===== config.mk =====
export PLATFORM = sky130hd
export DESIGN_NAME = lru_frame_replacer_top
export DESIGN_NICKNAME = d
export VERILOG_FILES = /design/src/sv/lfr_pkg.sv /design/src/sv/lfr_cell.sv /design/src/sv/lfr_ctrl.sv /design/src/sv/lru_frame_replacer_top.sv
export SDC_FILE = /design/constraint.sdc
export NUM_CORES = 1
export LEC_CHECK = 0
export ABC_AREA = 1
export BUFFER_PORTS_ARGS = -buffer_cell sky130_fd_sc_hd__buf_2
export CELL_PAD_IN_SITES_DETAIL_PLACEMENT = 0
export CELL_PAD_IN_SITES_GLOBAL_PLACEMENT = 1
export CORE_ASPECT_RATIO = 1.25
export CORE_MARGIN = 2
export CORE_UTILIZATION = 43
export CTS_CLUSTER_SIZE = 28
export DETAILED_ROUTE_END_ITERATION = 7
export PLACE_DENSITY = 0.68
export SYNTH_ARGS = -nofsm -noshare
export SYNTH_HDL_FRONTEND = slang
export SYNTH_SLANG_ARGS = --single-unit

===== constraint.sdc =====
create_clock -name clk_i -period 11.35 [get_ports clk_i]
set_input_delay 1.7025 -clock clk_i [delete_from_list [all_inputs] [get_ports clk_i]]
set_output_delay 1.7025 -clock clk_i [all_outputs]
set_load 0.05 [all_outputs]

===== src/sv/lfr_pkg.sv =====
`default_nettype none
// ----------------------------------------------------------------------------
// lfr_pkg : shared types and constants of the LRU frame replacer
// Frame count, field widths, command codes, sequencer states and the
// broadcast operation word driven into the cell chain.
// ----------------------------------------------------------------------------
package lfr_pkg;

  localparam int NumFrames = 64;
  localparam int FrameW    = 6;
  localparam int CntW      = 7;

  typedef enum logic [1:0] {
    CmdVictim = 2'd0,
    CmdPin    = 2'd1,
    CmdUnpin  = 2'd2
  } cmd_e;

  typedef enum logic [1:0] {
    StIdle  = 2'd0,
    StMatch = 2'd1,
    StApply = 2'd2
  } state_e;

  // operation broadcast to every cell during the apply cycle
  typedef struct packed {
    logic              remove;
    logic              append;
    logic              victim;
    logic [FrameW-1:0] key;
  } lfr_op_t;

endpackage

`default_nettype wire


===== src/sv/lfr_cell.sv =====
`default_nettype none
// ----------------------------------------------------------------------------
// lfr_cell : one slot of the age-ordered frame chain
// Holds one frame number and its valid flag; on a removal at or before this
// slot it takes its newer neighbour's contents, on an append it fills itself
// if it is the first empty slot.
// ----------------------------------------------------------------------------
module lfr_cell (
  input  wire                        clk_i,
  input  wire                        rst_ni,
  input  lfr_pkg::lfr_op_t           op_i,
  input  wire                        hit_i,
  input  wire                        prev_valid_i,
  input  wire  [lfr_pkg::FrameW-1:0] next_frame_i,
  input  wire                        next_valid_i,
  output logic [lfr_pkg::FrameW-1:0] frame_o,
  output logic                       valid_o,
  output logic                       hit_o
);
  import lfr_pkg::*;

  logic [FrameW-1:0] frame_q, frame_d;
  logic              valid_q, valid_d;
  logic              match;

  assign match = valid_q & (op_i.victim | (frame_q == op_i.key));
  assign hit_o = hit_i | match;

  always_comb begin
    frame_d = frame_q;
    valid_d = valid_q;
    if (op_i.remove && hit_o) begin
      // close the gap: take the newer neighbour
      frame_d = next_frame_i;
      valid_d = next_valid_i;
    end else if (op_i.append && !valid_q && prev_valid_i) begin
      frame_d = op_i.key;
      valid_d = 1'b1;
    end
  end

  always_ff @(posedge clk_i or negedge rst_ni) begin
    if (!rst_ni) begin
      valid_q <= 1'b0;
    end else begin
      valid_q <= valid_d;
    end
  end

  always_ff @(posedge clk_i) begin
    frame_q <= frame_d;
  end

  assign frame_o = frame_q;
  assign valid_o = valid_q;

endmodule

`default_nettype wire


===== src/sv/lfr_ctrl.sv =====
`default_nettype none
// ----------------------------------------------------------------------------
// lfr_ctrl : command sequencer of the LRU frame replacer
// Captures a command, decides in the match cycle what it does, drives the
// cell chain in the apply cycle and registers the result item.
// ----------------------------------------------------------------------------
module lfr_ctrl (
  input  wire                        clk_i,
  input  wire                        rst_ni,
  input  wire                        start,
  input  wire  [1:0]                 command_i,
  input  wire  [lfr_pkg::FrameW-1:0] frame_i,
  input  wire  [lfr_pkg::FrameW-1:0] oldest_frame_i,
  output logic                       busy,
  output lfr_pkg::lfr_op_t           op_o,
  output logic                       done_o,
  output logic                       found_o,
  output logic [lfr_pkg::FrameW-1:0] victim_frame_o,
  output logic [lfr_pkg::CntW-1:0]   evictable_count_o
);
  import lfr_pkg::*;

  state_e              state_q, state_d;
  logic [1:0]          cmd_q;
  logic [FrameW-1:0]   key_q;
  logic                rm_q, rm_d;
  logic                ap_q, ap_d;
  logic                found_q, found_d;
  logic [FrameW-1:0]   vict_q, vict_d;
  logic [CntW-1:0]     count_q, count_d;
  logic [NumFrames-1:0] present_q, present_d;
  logic [FrameW-1:0]   target;
  logic                in_range;
  logic                accept;
  logic                done_q;
  logic                res_found_q;
  logic [FrameW-1:0]   res_vict_q;
  logic [CntW-1:0]     res_count_q;

  assign accept   = start && (state_q == StIdle);
  assign in_range = ({1'b0, key_q} < CntW'(NumFrames));
  assign target   = (cmd_q == CmdVictim) ? vict_q : key_q;

  // next state
  always_comb begin
    state_d = state_q;
    unique case (state_q)
      StIdle:  if (start) state_d = StMatch;
      StMatch: state_d = StApply;
      StApply: state_d = StIdle;
      default: state_d = StIdle;
    endcase
  end

  // outputs of the sequencer
  always_comb begin
    busy        = (state_q != StIdle);
    op_o.remove = (state_q == StApply) && rm_q;
    op_o.append = (state_q == StApply) && ap_q;
    op_o.victim = (cmd_q == CmdVictim);
    op_o.key    = key_q;
  end

  // decision in the match cycle
  always_comb begin
    rm_d    = 1'b0;
    ap_d    = 1'b0;
    found_d = 1'b0;
    unique case (cmd_q)
      CmdVictim: begin
        rm_d    = (count_q != '0);
        found_d = (count_q != '0);
      end
      CmdPin:   rm_d = in_range && present_q[key_q];
      CmdUnpin: ap_d = in_range && !present_q[key_q];
      default: begin
        rm_d = 1'b0;
      end
    endcase
    vict_d = found_d ? oldest_frame_i : '0;
  end

  // presence map and count in the apply cycle
  always_comb begin
    present_d = present_q;
    count_d   = count_q;
    if (state_q == StApply) begin
      if (rm_q) begin
        present_d[target] = 1'b0;
        count_d           = count_q - CntW'(1);
      end else if (ap_q) begin
        present_d[target] = 1'b1;
        count_d           = count_q + CntW'(1);
      end
    end
  end

  always_ff @(posedge clk_i or negedge rst_ni) begin
    if (!rst_ni) begin
      state_q   <= StIdle;
      rm_q      <= 1'b0;
      ap_q      <= 1'b0;
      count_q   <= '0;
      present_q <= '0;
      done_q    <= 1'b0;
    end else begin
      state_q   <= state_d;
      count_q   <= count_d;
      present_q <= present_d;
      done_q    <= (state_q == StApply);
      if (state_q == StMatch) begin
        rm_q <= rm_d;
        ap_q <= ap_d;
      end
    end
  end

  always_ff @(posedge clk_i) begin
    if (accept) begin
      cmd_q <= command_i;
      key_q <= frame_i;
    end
    if (state_q == StMatch) begin
      found_q <= found_d;
      vict_q  <= vict_d;
    end
    if (state_q == StApply) begin
      res_found_q <= found_q;
      res_vict_q  <= vict_q;
      res_count_q <= count_d;
    end
  end

  assign done_o            = done_q;
  assign found_o           = res_found_q;
  assign victim_frame_o    = res_vict_q;
  assign evictable_count_o = res_count_q;

endmodule

`default_nettype wire


===== src/sv/lru_frame_replacer_top.sv =====
`default_nettype none
// ----------------------------------------------------------------------------
// lru_frame_replacer_top : LRU replacer over a chain of frame slots
// Sequencing: a command is captured while idle, decided in the match state and
//   applied to the slot chain in the apply state; done_o then rises with its
//   result item. busy stays high meanwhile, so a new command is taken only
//   after the last one has been applied.
// Reset: all slots empty, presence map clear, count zero; done_o is low.
// The receiver cannot stall: each result is shown for exactly one cycle.
// ----------------------------------------------------------------------------
module lru_frame_replacer_top (
  input  wire                        clk_i,
  input  wire                        rst_ni,
  input  wire                        start,
  output logic                       busy,
  input  wire  [1:0]                 command_i,
  input  wire  [lfr_pkg::FrameW-1:0] frame_i,
  output logic                       done_o,
  output logic                       found_o,
  output logic [lfr_pkg::FrameW-1:0] victim_frame_o,
  output logic [lfr_pkg::CntW-1:0]   evictable_count_o
);
  import lfr_pkg::*;

  // Slot 0 is the oldest frame; valid slots are always packed from slot 0.
  lfr_op_t           op;
  logic [FrameW-1:0] slot_frame [NumFrames];
  logic              slot_valid [NumFrames];
  logic              slot_hit   [NumFrames];

  lfr_ctrl u_ctrl (
    .clk_i             (clk_i),
    .rst_ni            (rst_ni),
    .start             (start),
    .command_i         (command_i),
    .frame_i           (frame_i),
    .oldest_frame_i    (slot_frame[0]),
    .busy              (busy),
    .op_o              (op),
    .done_o            (done_o),
    .found_o           (found_o),
    .victim_frame_o    (victim_frame_o),
    .evictable_count_o (evictable_count_o)
  );

  // Build the chain: a hit ripples towards the newer end, data moves back
  // one slot wherever a removal lies at or before it.
  for (genvar i = 0; i < NumFrames; i++) begin : g_slot
    logic              hit_in;
    logic              prev_valid;
    logic [FrameW-1:0] next_frame;
    logic              next_valid;

    if (i == 0) begin : g_head
      assign hit_in     = 1'b0;
      assign prev_valid = 1'b1;
    end else begin : g_body
      assign hit_in     = slot_hit[i-1];
      assign prev_valid = slot_valid[i-1];
    end

    if (i == NumFrames-1) begin : g_tail
      assign next_frame = '0;
      assign next_valid = 1'b0;
    end else begin : g_link
      assign next_frame = slot_frame[i+1];
      assign next_valid = slot_valid[i+1];
    end

    lfr_cell u_cell (
      .clk_i        (clk_i),
      .rst_ni       (rst_ni),
      .op_i         (op),
      .hit_i        (hit_in),
      .prev_valid_i (prev_valid),
      .next_frame_i (next_frame),
      .next_valid_i (next_valid),
      .frame_o      (slot_frame[i]),
      .valid_o      (slot_valid[i]),
      .hit_o        (slot_hit[i])
    );
  end

endmodule

`default_nettype wire


* Word-level counts from Yosys, hierarchy flattened
Index checks and enable logic that the tools add are counted.
W data, S select, Z words.
** Operators by class
- Add/sub/neg operators :: 2
- Multipliers :: 0
- Divide/modulo/power cells :: 0
- Magnitude comparators :: 3
- Equal/unequal tests :: 69
- Shift operators :: 0
- Multiplexer cells :: 269
- Bitwise logic cells :: 194
- Reductions and logical operators :: 330
** Operators with widths (number)
- $mux W6 :: 127
- $eq A6 B6 Y1 :: 64
- $logic_and A1 B1 Y1 :: 195
- $mux W1 :: 132
- $reduce_bool A2 Y1 :: 66
- $mux W64 :: 2
- $or A1 B1 Y1 :: 127
- $logic_not A1 Y1 :: 65
- $and A1 B1 Y1 :: 64
- $and A64 B64 Y64 :: 1
- $not A64 Y64 :: 1
- $or A64 B64 Y64 :: 1
- $mux W7 :: 3
- $lt A6 B7 Y1 const B :: 2
- $add A7 B1 Y7 const B :: 1
- $reduce_bool A7 Y1 :: 1
- $sub A7 B1 Y7 const B :: 1
- $bmux W1 S6 :: 1
- $demux W1 S6 :: 1
- $ge A6 B1 Y1 const B :: 1
- $eq A2 B1 Y1 const B :: 2
- $eq A2 B2 Y1 const B :: 2
- $logic_not A2 Y1 :: 2
- $pmux W2 S2 :: 1
- other kinds (4) :: 4
** Storage, ports and cells
- Register bits :: 553
- Bits in latches :: 0
- Memory bits (writable) :: 0
- Memory bits (read-only) :: 0
- Bits of input ports :: 11
- Output and inout port bits :: 16
- Word-level logic and storage cells :: 1008
- Memories :: 0

* Longest topological paths before layout
- Word-level depth :: 68
- Depth in mapped cells :: 43
- Depth with buffers taken out :: 41

* Cells and area by module
From an unflattened synthesis, not the netlist that was laid out.
** Second synthesis, totals
- Cell total of the unflattened synthesis :: 5237
- Area total of the unflattened synthesis :: 37273.2 µm²
** By module, submodules not included
- lfr_cell :: times used 64, cells each 73, area an instance 503.0 µm², sequential area each 205.2 µm²
- lfr_ctrl :: times used 1, cells each 563, area an instance 5074.9 µm², sequential area each 2772.7 µm²
- lru_frame_replacer_top :: times used 1, cells each 2, area an instance 7.5 µm², sequential area each 0.0 µm²

* Worst setup path before layout
Ideal clock, no wire load.
- Path type :: reg2reg
- Start :: register u_ctrl.state_q[1]
- End :: register g_slot[62].u_cell.frame_q[0], enable pin
- Library setup time :: 333 ps
- Data arrival time :: 6080 ps
- Data required time :: 11017 ps
- Setup slack :: 4937 ps
- Cell stages (with the launch flop) :: 37
- Path buffers :: 0
- Period minus slack after synthesis :: 6413 ps
- Cell sequence :: dfrtp_1 -> inv_2 -> nor2_1 -> nand2_1 -> nor2_1 -> nand2_4 -> nand4_4 -> nor2_4 -> nand4_4 -> nor2_8 -> nand4_4 -> nor2_4 -> nand4_4 -> nor2_8 -> nand4_4 -> nor2_4 -> nand4_4 -> nor2_8 -> nand4_4 -> nor2_4 -> nand4_4 -> nor2_8 -> nand4_4 -> nor2_4 -> nand4_4 -> nor2_8 -> nand4_4 -> nor2_4 -> nand4_4 -> nor2_8 -> nand4_4 -> nor2_4 -> nand4_4 -> nor2_4 -> nand4_4 -> nor2_4 -> nand4_1
** RTL lines
- start, declared :: RTL line lfr_ctrl.sv:23 : state_e state_q, state_d;
- start signal, assigned :: RTL line lfr_ctrl.sv:100 : state_q <= StIdle;
- start signal, assigned :: RTL line lfr_ctrl.sv:107 : state_q <= state_d;
- end signal, assigned :: RTL line lfr_cell.sv:51 : frame_q <= frame_d;
- end, declared :: RTL line lfr_cell.sv:22 : logic [FrameW-1:0] frame_q, frame_d;

* Final worst setup path
- Start :: register u_ctrl.key_q[0]
- End :: register g_slot[62].u_cell.frame_q[5] (data pin)
** Between the ends
- Longest elaborated chain between the ends :: 67
- Elaborated cells between the ends (all ways) :: 253
- Classes of those cells :: eq/ne: 63; mux: 1; bitwise: 188; reduce/logical: 1
** RTL lines
- start, declared :: RTL line lfr_ctrl.sv:25 : logic [FrameW-1:0] key_q;
- start signal, assigned :: RTL line lfr_ctrl.sv:121 : key_q <= frame_i;
- $eq A6 B6 Y1 :: RTL line lfr_cell.sv:26 : assign match = valid_q & (op_i.victim | (frame_q == op_i.key));
- $or A1 B1 Y1 :: RTL line lfr_cell.sv:26
- $and A1 B1 Y1 :: RTL line lfr_cell.sv:26
- $or A1 B1 Y1 (61 in series) :: RTL line lfr_cell.sv:27 : assign hit_o = hit_i | match;
- $or A1 B1 Y1 (*) :: RTL line lfr_cell.sv:27
- $logic_and A1 B1 Y1 (*) :: RTL line lfr_cell.sv:32 : if (op_i.remove && hit_o) begin
- $mux W6 (*) :: RTL line lfr_cell.sv:32
- via g_slot[62].u_cell.frame_d[5] :: RTL line lfr_cell.sv:22
The timed path passes the listed nets; every way through them passes the cells marked *.
A chain may end at the register's enable or synchronous reset.

==> run_summary.xml <==
<?xml version="1.0" encoding="UTF-8"?>
<metrics>
  <group name="outcome">
    <metric name="outcome" unit="">completed</metric>
  </group>
  <group name="clock_tree">
    <metric name="cts_buffers" unit="">59</metric>
    <metric name="clock_insertion_delay_worst_skew" unit="ps">640</metric>
    <metric name="numClockSinks" unit="">553</metric>
    <metric name="cts_tree" unit="">built</metric>
    <metric name="post_cts_hold_fix_bufs" unit="">0</metric>
    <metric name="clock_tree.buffer_depth" unit="">3</metric>
    <metric name="clk_pin_slew" unit="ps">60</metric>
    <metric name="clock_tree.root_cell" unit="">sky130_fd_sc_hd__clkbuf_16</metric>
    <metric name="htreeDepth" unit="">2</metric>
  </group>
  <group name="drt">
    <metric name="route.detailed.drc" unit="">0</metric>
    <metric name="dr_total_vias" unit="">23900</metric>
    <metric name="routed.top_layer" unit="">met4</metric>
    <metric name="m1WireLength" unit="mm">36.4</metric>
    <metric name="met3_length" unit="mm">4.10</metric>
    <metric name="drt_iter0_markers" unit="">1898</metric>
    <metric name="drt_first_pass_iters" unit="">5</metric>
    <metric name="met2RoutedLength" unit="mm">43.6</metric>
    <metric name="route.antenna.remaining_nets" unit="">0</metric>
    <metric name="drt-wirelength-per-cell" unit="um">20.6</metric>
    <metric name="wl" unit="mm">86.3</metric>
    <metric name="via_per_inst" unit="">5.69</metric>
  </group>
  <group name="sta">
    <metric name="final.setup_skew" unit="ps">35.5</metric>
    <metric name="maxClockFrequency" unit="GHz">0.0979</metric>
    <metric name="finalSetupViolCount" unit="">0</metric>
    <metric name="unrepaired_setup_endpoints_after_global_routing" unit="">false</metric>
    <metric name="timing.max_slew.rel_slack" unit="">0.270</metric>
    <metric name="fin_worst_hold_slack" unit="ps">473</metric>
    <metric name="worst_margin_pin_slew" unit="ps">1090</metric>
    <metric name="totalNegativeSetupSlack" unit="ps">0</metric>
    <metric name="finalCritPeriodShare" unit="">0.900</metric>
    <metric name="timing.final.hold_violations" unit="">0</metric>
    <metric name="timing.final.max_slew_violations" unit="">0</metric>
    <metric name="final.min_clock_period" unit="ps">10210</metric>
  </group>
  <group name="cells_and_area">
    <metric name="final_core_util" unit="">0.470</metric>
    <metric name="layout-area-overhead-vs-synth" unit="%">8.60</metric>
    <metric name="layout.cells.most_common_list" unit="">sky130_fd_sc_hd__nand2_1, sky130_fd_sc_hd__o21ai_0, sky130_fd_sc_hd__edfxtp_1</metric>
    <metric name="drive_above_1_share" unit="">0.0779</metric>
    <metric name="fillerInstances" unit="">6638</metric>
    <metric name="final-instance-count-excl-fill" unit="">4195</metric>
    <metric name="postLayoutCellArea" unit="um^2">32500</metric>
    <metric name="layout.cells.most_common" unit="">sky130_fd_sc_hd__nand2_1</metric>
    <metric name="ant_cells" unit="">0</metric>
    <metric name="fin_nets" unit="">3227</metric>
  </group>
  <group name="critical_path">
    <metric name="crit_path_frequent_cell" unit="">sky130_fd_sc_hd__nor2_1</metric>
    <metric name="cp-end-kind" unit="">flip-flop</metric>
    <metric name="timing.critical_path.slowest_cell_delay" unit="ps">530</metric>
    <metric name="ff2ff_setup_slack" unit="ps">1140</metric>
    <metric name="critPathLaunchType" unit="">flip-flop</metric>
    <metric name="crit_path_max_fanout" unit="">41</metric>
    <metric name="crit_path_category" unit="">flip-flop to flip-flop</metric>
    <metric name="timing.critical_path.slowest_stage_cell" unit="">sky130_fd_sc_hd__nand4_1</metric>
    <metric name="cp_data_required_time" unit="ps">11700</metric>
    <metric name="cp.arrival" unit="ps">10560</metric>
  </group>
  <group name="die">
    <metric name="pin_count" unit="">27</metric>
    <metric name="dieHeight" unit="um">299</metric>
    <metric name="placeable_core_region" unit="um^2">69200</metric>
    <metric name="chipWidth" unit="um">240</metric>
    <metric name="placement_rows" unit="">108</metric>
    <metric name="die-area" unit="um^2">71700</metric>
    <metric name="floorplan.initialDensity" unit="">0.432</metric>
  </group>
  <group name="synth">
    <metric name="ys.flop_type" unit="">sky130_fd_sc_hd__edfxtp_1</metric>
    <metric name="synth_async_sr_flop_share" unit="">0.253</metric>
    <metric name="synth_fp_nets" unit="">3288</metric>
    <metric name="synth_sequential_area_ratio" unit="">0.530</metric>
    <metric name="synth_edf_count" unit="">407</metric>
    <metric name="syn-mean-instance-area" unit="um^2">9.14</metric>
    <metric name="yosysUniqueCellTypes" unit="">55</metric>
    <metric name="ys_seq_elements" unit="">553</metric>
    <metric name="mapped_cell_area" unit="um^2">29900</metric>
    <metric name="ys_warn_count" unit="">0</metric>
    <metric name="netlist_instances" unit="">3274</metric>
  </group>
  <group name="global_route">
    <metric name="grt_pass1_vias" unit="">23800</metric>
    <metric name="largest_net_degree_at_the_start_of_global_routing" unit="">98</metric>
    <metric name="initial_antenna_violation_count" unit="">0</metric>
    <metric name="grt.overflow.total" unit="">0</metric>
    <metric name="wire_length_of_the_first_global_routing_pass" unit="mm">136</metric>
    <metric name="global_route.usage.total" unit="">0.241</metric>
  </group>
  <group name="placement">
    <metric name="dpl.cell_count" unit="">4080</metric>
    <metric name="post-dp-hpwl" unit="mm">54.7</metric>
    <metric name="routabilityCongestion" unit="">0.825</metric>
    <metric name="postPlaceCellArea" unit="um^2">30600</metric>
    <metric name="io_buffer_count" unit="">26</metric>
  </group>
  <group name="power_and_ir_drop">
    <metric name="ir_worst_vdd" unit="mV">0.114</metric>
    <metric name="power_leakage" unit="nW">13.4</metric>
    <metric name="power-per-cell-area" unit="nW/um^2">219</metric>
  </group>
  <group name="worst_hold_path">
    <metric name="holdCritPathClass" unit="">flip-flop to flip-flop</metric>
  </group>
  <group name="run">
    <metric name="timing.max_cap.violations" unit="">0</metric>
  </group>
</metrics>
-- per-layer routing --
layer,global-route usage,vias to the layer above
met4,0.0711,0
met3,0.0290,148
met1,0.309,11700
met5,0,-
met2,0.424,696
li1,-,11300
-- stage by stage --
stage	total power [mW]	worst slack (ps)
global placement	5.19	801
global route	7.55	113
CTS	7.13	740
floorplan	4.66	4940
detailed placement	5.23	730
finish	7.11	1140
-- final timing paths --
path                            cells past startpoint                                endpoint                           from
worst max register to register                     47  g_slot[62].u_cell.frame_o[5]$_DFFE_PP_      u_ctrl.key_q[0]$_DFFE_PP_
max in group asynchronous                           2                 u_ctrl.rm_q$_DFFE_PN0N_                         rst_ni
worst max-delay path                               47  g_slot[62].u_cell.frame_o[5]$_DFFE_PP_      u_ctrl.key_q[0]$_DFFE_PP_
worst min register to register                      1           u_ctrl.state_q[1]$_DFFE_PN0P_  u_ctrl.state_q[1]$_DFFE_PN0P_
worst min-delay path                                1           u_ctrl.state_q[1]$_DFFE_PN0P_  u_ctrl.state_q[1]$_DFFE_PN0P_
min in group asynchronous                           1   g_slot[56].u_cell.valid_o$_DFFE_PN0P_                         rst_ni
-- power by group --
group / internal, mW / switching, mW / leakage (nW)
sequential: 2.90 / 0.370 / 5.56
clock: 1.07 / 0.818 / 0.908
combinational: 0.605 / 1.35 / 6.98
total: 4.57 / 2.54 / 13.4
-- synth_stat cells, types with 7 or more instances --
cell,instances,share of area
sky130_fd_sc_hd__inv_2,7,0.00088
sky130_fd_sc_hd__buf_1,24,0.0030
sky130_fd_sc_hd__nand4_4,15,0.011
sky130_fd_sc_hd__buf_6,28,0.011
sky130_fd_sc_hd__nor2_4,9,0.0034
sky130_fd_sc_hd__buf_4,9,0.0023
sky130_fd_sc_hd__nor3b_1,11,0.0028
sky130_fd_sc_hd__nand2_2,8,0.0017
sky130_fd_sc_hd__inv_1,366,0.046
sky130_fd_sc_hd__clkbuf_1,117,0.015
sky130_fd_sc_hd__o22ai_1,109,0.023
sky130_fd_sc_hd__edfxtp_1,407,0.41
sky130_fd_sc_hd__nor2_1,268,0.034
sky130_fd_sc_hd__nand4_1,47,0.0098
sky130_fd_sc_hd__xnor2_1,52,0.015
sky130_fd_sc_hd__o21ai_0,425,0.071
sky130_fd_sc_hd__a221oi_1,45,0.013
sky130_fd_sc_hd__nor4_1,25,0.0052
sky130_fd_sc_hd__nor3_1,11,0.0018
sky130_fd_sc_hd__buf_2,36,0.0060
sky130_fd_sc_hd__nand3_1,83,0.014
sky130_fd_sc_hd__dfrtp_1,140,0.12
sky130_fd_sc_hd__a31oi_1,117,0.024
sky130_fd_sc_hd__o21ai_1,20,0.0033
sky130_fd_sc_hd__a21oi_1,76,0.013
sky130_fd_sc_hd__xor2_1,84,0.025
sky130_fd_sc_hd__nand2_1,572,0.072
sky130_fd_sc_hd__a22oi_1,58,0.015
sky130_fd_sc_hd__o31ai_1,25,0.0063
-- worst max-delay path: cells and delay by family (launching register included) --
kind	cells	cell delay [ps]
simple gates	38	7580
compound gates	1	50
buf+inv	8	1800
flops	1	490
-- final cells by class --
| cell class | instances | area (um^2) | share of cell area |
|---|---|---|---|
| tap | 935 | 1170 | 0.0360 |
| clock inverter | 24 | 193 | 0.00593 |
| multi-input combinational | 2127 | 11500 | 0.355 |
| clock buffer | 84 | 1640 | 0.0506 |
| sequential | 553 | 15800 | 0.488 |
| inverter | 376 | 1430 | 0.0440 |
| timing repair buffer | 96 | 691 | 0.0213 |
-- kinds of logic (layout without fill, tap and decap cells) --
logic type / after synthesis / count (layout) / synth area share
and+or+nand+nor: 1081 / 1081 / 0.166
AOI/OAI and AO/OA: 904 / 904 / 0.177
buffers and inverters: 594 / 580 / 0.0856
DFF: 553 / 553 / 0.530
xor gates and xnor gates: 136 / 136 / 0.0398
adders and majority gates: 3 / 3 / 0.00125
muxes: 3 / 3 / 0.00100
-- repair_timing --
| action | in CTS | in global routing |
|---|---|---|
| setup buffers | 0 | 7 |
| resized for setup | 0 | 1 |
| endpoints found under the setup margin | 0 | 26 |
Power figures use the tool's default switching activity.
